<file path="config.mk">
export PLATFORM = sky130hd
export DESIGN_NAME = morse_code_keyer_core
export DESIGN_NICKNAME = d
export VERILOG_FILES = /design/src/mck_pkg.sv /design/src/mck_scale.sv /design/src/mck_seq.sv /design/src/morse_code_keyer_core.sv
export SDC_FILE = /design/constraint.sdc
export NUM_CORES = 1
export LEC_CHECK = 0
export ABC_CLOCK_PERIOD_IN_PS = 10600
export BUFFER_PORTS_ARGS = -buffer_cell sky130_fd_sc_hd__buf_2
export CAP_MARGIN = 20
export CORE_UTILIZATION = 60
export CTS_BUF_LIST = sky130_fd_sc_hd__clkbuf_16
export CTS_CLUSTER_SIZE = 16
export DETAILED_ROUTE_END_ITERATION = 6
export PLACE_DENSITY = 0.85
export SYNTH_ARGS = -nofsm -noshare
export SYNTH_HDL_FRONTEND = slang
export SYNTH_SLANG_ARGS = --single-unit
export TNS_END_PERCENT = 50
</file>
<file path="constraint.sdc">
create_clock -name clk -period 10.6 [get_ports clk]
set_input_delay 2.12 -clock clk [delete_from_list [all_inputs] [get_ports clk]]
set_output_delay 2.12 -clock clk [all_outputs]
set_load 0.03 [all_outputs]
</file>
<file path="src/mck_pkg.sv">
// Package for the Morse keyer: sequencer states, code table, constants.
// No dependencies.
`default_nettype none

package mck_pkg;

  localparam int UNIT_W = 16;
  localparam int DUR_W  = 19;
  localparam int UNITS_W = 3;
  localparam int ELEM_MAX = 5;
  localparam int IDX_W = 3;

  localparam logic [UNIT_W-1:0] UNIT_TICKS_RST = 16'd100;

  localparam logic [UNITS_W-1:0] UNITS_DOT  = 3'd1;
  localparam logic [UNITS_W-1:0] UNITS_DASH = 3'd3;
  localparam logic [UNITS_W-1:0] UNITS_LGAP = 3'd3;
  localparam logic [UNITS_W-1:0] UNITS_WGAP = 3'd7;

  localparam logic [7:0] CH_DOT   = 8'h2E;
  localparam logic [7:0] CH_DASH  = 8'h2D;
  localparam logic [7:0] CH_SPACE = 8'h20;
  localparam logic [7:0] CH_UA    = 8'h41;
  localparam logic [7:0] CH_UZ    = 8'h5A;
  localparam logic [7:0] CH_LA    = 8'h61;
  localparam logic [7:0] CH_LZ    = 8'h7A;
  localparam logic [7:0] CH_D0    = 8'h30;
  localparam logic [7:0] CH_D9    = 8'h39;

  typedef enum logic [1:0] {
    S_IDLE,
    S_ON,
    S_OFF,
    S_GAP
  } mck_state_t;

  // bit i set = element i is a dash, first element in bit 0
  typedef struct packed {
    logic             ok;
    logic [IDX_W-1:0] len;
    logic [ELEM_MAX-1:0] bits;
  } mck_code_t;

  function automatic mck_code_t letter_code(input logic [4:0] n);
    mck_code_t r;
    r.ok = 1'b1;
    case (n)
      5'd0:  begin r.len = 3'd2; r.bits = 5'b00010; end
      5'd1:  begin r.len = 3'd4; r.bits = 5'b00001; end
      5'd2:  begin r.len = 3'd4; r.bits = 5'b00101; end
      5'd3:  begin r.len = 3'd3; r.bits = 5'b00001; end
      5'd4:  begin r.len = 3'd1; r.bits = 5'b00000; end
      5'd5:  begin r.len = 3'd4; r.bits = 5'b00100; end
      5'd6:  begin r.len = 3'd3; r.bits = 5'b00011; end
      5'd7:  begin r.len = 3'd4; r.bits = 5'b00000; end
      5'd8:  begin r.len = 3'd2; r.bits = 5'b00000; end
      5'd9:  begin r.len = 3'd4; r.bits = 5'b01110; end
      5'd10: begin r.len = 3'd3; r.bits = 5'b00101; end
      5'd11: begin r.len = 3'd4; r.bits = 5'b00010; end
      5'd12: begin r.len = 3'd2; r.bits = 5'b00011; end
      5'd13: begin r.len = 3'd2; r.bits = 5'b00001; end
      5'd14: begin r.len = 3'd3; r.bits = 5'b00111; end
      5'd15: begin r.len = 3'd4; r.bits = 5'b00110; end
      5'd16: begin r.len = 3'd4; r.bits = 5'b01011; end
      5'd17: begin r.len = 3'd3; r.bits = 5'b00010; end
      5'd18: begin r.len = 3'd3; r.bits = 5'b00000; end
      5'd19: begin r.len = 3'd1; r.bits = 5'b00001; end
      5'd20: begin r.len = 3'd3; r.bits = 5'b00100; end
      5'd21: begin r.len = 3'd4; r.bits = 5'b01000; end
      5'd22: begin r.len = 3'd3; r.bits = 5'b00110; end
      5'd23: begin r.len = 3'd4; r.bits = 5'b01001; end
      5'd24: begin r.len = 3'd4; r.bits = 5'b01101; end
      5'd25: begin r.len = 3'd4; r.bits = 5'b00011; end
      default: begin r.ok = 1'b0; r.len = 3'd0; r.bits = 5'b00000; end
    endcase
    return r;
  endfunction

  function automatic mck_code_t digit_code(input logic [3:0] n);
    mck_code_t r;
    r.ok = 1'b1;
    r.len = 3'd5;
    case (n)
      4'd0: r.bits = 5'b11111;
      4'd1: r.bits = 5'b11110;
      4'd2: r.bits = 5'b11100;
      4'd3: r.bits = 5'b11000;
      4'd4: r.bits = 5'b10000;
      4'd5: r.bits = 5'b00000;
      4'd6: r.bits = 5'b00001;
      4'd7: r.bits = 5'b00011;
      4'd8: r.bits = 5'b00111;
      4'd9: r.bits = 5'b01111;
      default: begin r.ok = 1'b0; r.len = 3'd0; r.bits = 5'b00000; end
    endcase
    return r;
  endfunction

endpackage

`default_nettype wire

</file>
<file path="src/mck_scale.sv">
// Shared duration unit: units (1, 3 or 7) times unit_ticks by shift and add.
// Depends on mck_pkg.
`default_nettype none

module mck_scale
  import mck_pkg::*;
(
  input  logic [UNITS_W-1:0] units,
  input  logic [UNIT_W-1:0]  unit_ticks,
  output logic [DUR_W-1:0]   duration
);

  logic [DUR_W-1:0] u;

  assign u = DUR_W'(unit_ticks);

  always_comb begin
    duration = (units[0] ? u : '0)
             + (units[1] ? (u << 1) : '0)
             + (units[2] ? (u << 2) : '0);
  end

endmodule

`default_nettype wire

</file>
<file path="src/mck_seq.sv">
// Element sequencer and output register for the Morse keyer.
// Depends on mck_pkg; drives the shared duration unit mck_scale.
`default_nettype none

module mck_seq
  import mck_pkg::*;
(
  input  logic               clk,
  input  logic               rst,
  input  logic               in_valid,
  output logic               in_ready,
  input  logic [7:0]         character,
  output logic               out_valid,
  input  logic               out_ready,
  output logic               led_on,
  output logic [DUR_W-1:0]   duration_ticks,
  output logic               last,
  output logic [UNITS_W-1:0] units,
  input  logic [DUR_W-1:0]   duration
);

  mck_state_t state, state_next;
  logic [IDX_W-1:0]    idx, idx_next;
  logic [IDX_W-1:0]    len;
  logic [ELEM_MAX-1:0] bits;
  logic                gap;
  logic                space;

  mck_code_t code;
  logic      in_acc;
  logic      out_free;
  logic      emit;
  logic      seg_led;
  logic      seg_last;
  logic      final_elem;

  assign in_ready   = (state == S_IDLE);
  assign in_acc     = in_valid && in_ready;
  assign out_free   = !out_valid || out_ready;
  assign final_elem = (idx == len - 3'd1);

  always_comb begin
    code = '0;
    if (character >= CH_UA && character <= CH_UZ) begin
      code = letter_code(5'(character - CH_UA));
    end else if (character >= CH_LA && character <= CH_LZ) begin
      code = letter_code(5'(character - CH_LA));
    end else if (character >= CH_D0 && character <= CH_D9) begin
      code = digit_code(4'(character - CH_D0));
    end else if (character == CH_DOT || character == CH_DASH) begin
      code.ok   = 1'b1;
      code.len  = 3'd1;
      code.bits = {4'b0000, character == CH_DASH};
    end
  end

  always_comb begin
    state_next = state;
    idx_next   = idx;
    emit       = 1'b0;
    seg_led    = 1'b0;
    seg_last   = 1'b0;
    units      = UNITS_DOT;
    case (state)
      S_IDLE: begin
        idx_next = '0;
        if (in_acc) begin
          if (character == CH_SPACE) begin
            state_next = S_GAP;
          end else if (code.ok) begin
            state_next = S_ON;
          end
        end
      end
      S_ON: begin
        seg_led = 1'b1;
        units   = bits[idx] ? UNITS_DASH : UNITS_DOT;
        if (out_free) begin
          emit       = 1'b1;
          state_next = S_OFF;
        end
      end
      S_OFF: begin
        units    = UNITS_DOT;
        seg_last = final_elem && !gap;
        if (out_free) begin
          emit = 1'b1;
          if (final_elem) begin
            state_next = gap ? S_GAP : S_IDLE;
          end else begin
            idx_next   = idx + 3'd1;
            state_next = S_ON;
          end
        end
      end
      S_GAP: begin
        units    = space ? UNITS_WGAP : UNITS_LGAP;
        seg_last = 1'b1;
        if (out_free) begin
          emit       = 1'b1;
          state_next = S_IDLE;
        end
      end
      default: begin
        state_next = S_IDLE;
      end
    endcase
  end

  always_ff @(posedge clk) begin
    if (rst) begin
      state     <= S_IDLE;
      idx       <= '0;
      out_valid <= 1'b0;
    end else begin
      state <= state_next;
      idx   <= idx_next;
      if (emit) begin
        out_valid <= 1'b1;
      end else if (out_ready) begin
        out_valid <= 1'b0;
      end
    end
  end

  always_ff @(posedge clk) begin
    if (in_acc) begin
      len   <= code.len;
      bits  <= code.bits;
      space <= (character == CH_SPACE);
      gap   <= (character != CH_DOT) && (character != CH_DASH);
    end
    if (emit) begin
      led_on         <= seg_led;
      duration_ticks <= duration;
      last           <= seg_last;
    end
  end

endmodule

`default_nettype wire

</file>
<file path="src/morse_code_keyer_core.sv">
// Morse keyer top level: unit length register, sequencer, duration unit.
// Depends on mck_pkg, mck_seq and mck_scale.
//
//   channel  signals                          direction  payload
//   in       in_valid / in_ready              request in  character
//   out      out_valid / out_ready            request out led_on, duration_ticks, last
//   cfg      cfg_wr_en / cfg_wr_data          write in    unit_ticks
//
// A character is accepted, then keyed as segments: lit and dark per element
// plus the letter gap; '.' and '-' have no letter gap, space sends only the
// word gap, any other code sends nothing. Segments leave one per cycle, while
// the output is not stalled, through the single output register, each scaled
// by the shared shift-add unit. A stalled output holds the sequencer. Reset is synchronous; unit_ticks returns to 100.
`default_nettype none

module morse_code_keyer_core
  import mck_pkg::*;
(
  input  logic               clk,
  input  logic               rst,
  input  logic               in_valid,
  output logic               in_ready,
  input  logic [7:0]         character,
  output logic               out_valid,
  input  logic               out_ready,
  output logic               led_on,
  output logic [DUR_W-1:0]   duration_ticks,
  output logic               last,
  input  logic               cfg_wr_en,
  input  logic [UNIT_W-1:0]  cfg_wr_data
);

  logic [UNIT_W-1:0]  unit_ticks;
  logic [UNITS_W-1:0] units;
  logic [DUR_W-1:0]   duration;

  always_ff @(posedge clk) begin
    if (rst) begin
      unit_ticks <= UNIT_TICKS_RST;
    end else if (cfg_wr_en) begin
      unit_ticks <= cfg_wr_data;
    end
  end

  mck_scale u_scale (
    .units      (units),
    .unit_ticks (unit_ticks),
    .duration   (duration)
  );

  mck_seq u_seq (
    .clk            (clk),
    .rst            (rst),
    .in_valid       (in_valid),
    .in_ready       (in_ready),
    .character      (character),
    .out_valid      (out_valid),
    .out_ready      (out_ready),
    .led_on         (led_on),
    .duration_ticks (duration_ticks),
    .last           (last),
    .units          (units),
    .duration       (duration)
  );

endmodule

`default_nettype wire

</file>
==> results by group <==
Yosys
  • Sequential share of the synthesized area: 34.9%
  • Synthesis Warnings: 0
  • Post-synth top area cell: edfxtp_1
  • Post-synth EDFFs: 31
  • Yosys reg bits: 53
  • Post-Syn Nets: 506
  • Post-Syn Instances: around 440
  • Post-Synthesis Cell Area: 3930 µm²
  • Top post-synthesis cells by area: edfxtp_1 24%, dfxtp_1 11%, fa_1 7.6%
  • Ys async rst share: 0%
  • Synth Area per Inst: a little under 9 µm²
  • Top post-synthesis cells by count: 53 x inv_1, 51 x nand2_1, 39 x nor2_1
  • Library cells used by synthesis: 55
  • Most numerous cell in the Yosys netlist: inv_1
  • Top cell type's share of synthesized area: 23.7%
  • Top_reg_cell synth: edfxtp_1

Place
  • Port Buffers: just over 50
  • HPWL after DPL: around 6100 µm
  • Placed Area: 4180 µm²
  • GPL Wtd Cong: between 0.8 and 0.9

Power
  • Leakage Power: 1.98 nW
  • Max rail drop VDD: 0.139 mV
  • PwrDens: between 150 and 200 nW/µm²

STA
  • Setup Viol. Count Final: 0
  • Final critical-path share of the clock period: approximately 40%
  • Hold Slack: 0.515 ns
  • FMAX: 233 MHz
  • RSZ-0062 raised after global routing: false
  • Final Hold Fails: 0
  • Final min period: 4.30 ns
  • Max_slew headroom: approximately 42%
  • Worst slew pin tran: between 0.8 and 0.9 ns
  • Setup_tns: 0 ns
  • Final Max Tran Viols: 0
  • Final Skew: 0.00783 ns

CTS
  • CTS root buffer: clkbuf_16
  • Clk_lat worst skew: 0.30 ns
  • Htree depth: 2
  • Total CTS buffers: 5
  • Clk slew on worst S/H paths: 0.07 ns
  • Clk buf depth: 2
  • Postcts setup bufs: 0
  • CTS resizes: 0
  • CTS Hold Bufs: 0
  • TritonCTS clock tree: built
  • Clock sinks: between 50 and 60

Floorplan
  • Die ar.: 6880 µm²
  • DIE WIDTH: approximately 83 µm
  • # rows: 29
  • I/O Pins: 52
  • Initial core utilization: 61.9%
  • Die Height: 82.9 µm
  • Core area: 6350 µm²

Setup path
  • CP top delay family: compound AO/OA/AOI/OAI gates
  • Critical R2R Launch: u_seq.idx[0]
  • Crit-path max FO: 16
  • CP bufs+invs: 1
  • CP startpoint: u_seq.idx[0]
  • CP Data Arrival Time: between 4 and 5 ns
  • Required time worst endpoint: 10.68 ns
  • Worst R2R Setup Slack: ~6.3 ns
  • Crit-path cells: mux4_2, nand2b_2, a21oi_2, nand2_1, fa_1, inv_1, ha_1, fa_1, a211oi_1, nor2_1, o21a_1, nand2b_1, a311oi_1
  • R2r endpoint: u_seq.duration_ticks[14]
  • CP Class: reg -> reg
  • Slowest CP cell: a21oi_2
  • Reg2reg path depth: 13
  • Critical path depth in cells: 13
  • Worst Setup Start Kind: register
  • Crit-path max cell delay: 0.58 ns
  • Worst Setup EP: u_seq.duration_ticks[14]
  • Crit end category: register
  • Most frequent CP cell: fa_1

Detailed routing
  • Vias per inst: between 5 and 6
  • WL final: 8280 µm
  • Met2 routed WL: 4200 µm
  • Drt first pass iters: 5
  • Post-DR wirelength/cell: 14.9 µm
  • Residual DRC: 0
  • Max Used Layer: met4
  • Met3 Wirelength: 492 µm
  • Post-route ant nets: 0
  • DR vias: 3321
  • Initial DRC Count: 113
  • Met1 WL: ~3400 µm

Finish
  • Layout Nets: 543
  • Fin area: between 4000 and 5000 µm²
  • Fraction of layout cells with a size suffix above 1: 15.4%
  • N_diodes: 0
  • Area grow syn2layout: 10.4%
  • Filler cells: 502

Global route
  • Initial antenna violation count: 0
  • Grt ovf: 0
  • Vias in the first global route: roughly 3300
  • First-pass GRT wire length: 14500 µm
  • Largest net degree at the start of global routing: 29
  • All-Layer GR Usage: 25.8%

Min path
  • Hold WC Path Type: reg -> reg

Outcome
  • Outcome: finished clean

Run
  • MaxCap Viol Count: 0
[metal layers]
| metal | GRT usage [%] | vias to the layer above |
|---|---|---|
| li1 | - | 1595 |
| met2 | 46.2 | 119 |
| met1 | 31.4 | 1589 |
| met4 | 8.78 | 0 |
| met3 | 4.47 | 18 |
| met5 | 0 | - |
[report_power, final]
part | switching, mW | total (mW) | internal (mW)
logic | 0.170 | 0.245 | 0.0749
registers | 0.0210 | 0.297 | 0.276
clock network | 0.0789 | 0.170 | 0.0906
total | 0.270 | 0.711 | 0.441
[worst min-delay path by stage]
| stage | from | slack [ns] | depth (start not counted) | to |
|---|---|---|---|---|
| floorplan | unit_ticks[0] | 0.44 | 0 | u_seq.duration_ticks[0] |
| global placement | unit_ticks[0] | 0.49 | 0 | u_seq.duration_ticks[0] |
| detailed placement | unit_ticks[0] | 0.51 | 0 | u_seq.duration_ticks[0] |
| CTS | unit_ticks[0] | 0.53 | 0 | u_seq.duration_ticks[0] |
| global route | unit_ticks[0] | 0.54 | 0 | u_seq.duration_ticks[0] |
| finish | unit_ticks[0] | 0.51 | 0 | u_seq.duration_ticks[0] |
[flip-flops by register name, indices dropped and copies added, names as in the netlist]
| name | count |
|---|---|
| u_seq.idx | 3 |
| u_seq.out_valid | 1 |
| u_seq.bits | 5 |
| u_seq.state | 2 |
| unit_ticks | 16 |
| u_seq.gap | 1 |
| u_seq.led_on | 1 |
| u_seq.len | 3 |
| u_seq.last | 1 |
| u_seq.space | 1 |
| u_seq.duration_ticks | 19 |
[cell usage in the layout (no fill, tap or decap), types with 6 or more instances in the layout]
master    netlist  layout
a21oi_1        28      28
and2_1          8       8
buf_2          11      51
dfxtp_1        22      22
edfxtp_1       31      31
fa_1           15      15
ha_1           20      20
inv_1          53      53
mux2i_1        16      16
nand2_1        51      51
nand2b_1       10      10
nand3_1         7       7
nor2_1         39      39
nor2b_1         6       6
o21ai_0        19      19
o22ai_1         7       7
xnor2_1         9       9
[cells by family after synthesis]
kind of cell | synth area share (%)
AND/OR/NAND/NOR | 17.3
AO/OA/AOI/OAI | 18.0
buffers and inverters | 7.61
flip-flops | 34.9
adder cells (fa/ha/maj) | 14.0
multiplexers | 4.65
XOR/XNOR | 3.53
[per-stage QoR]
step | total power [mW] | instances | setup slack (ns) | util [%]
global placement | 0.535 | 549 | 6.70 | 65.9
floorplan | 0.484 | 442 | 7.05 | -
finish | 0.711 | 557 | 6.30 | 68.3
detailed placement | 0.545 | 549 | 6.42 | 65.9
CTS | 0.716 | 557 | 6.38 | 68.3
global route | 0.747 | 557 | 6.10 | 68.3
[cell type report]
cell class / instances / area [µm²] / share of cell area, %
multi-input combinational: 314 / 2260 / 52.1
sequential: 53 / 1370 / 31.6
inverter: 54 / 203 / 4.67
clock buffer: 5 / 125 / 2.88
tap: 77 / 96.3 / 2.22
timing repair buffer: 51 / 255 / 5.88
clock inverter: 3 / 28.8 / 0.663
Power figures use the tool's default switching activity.
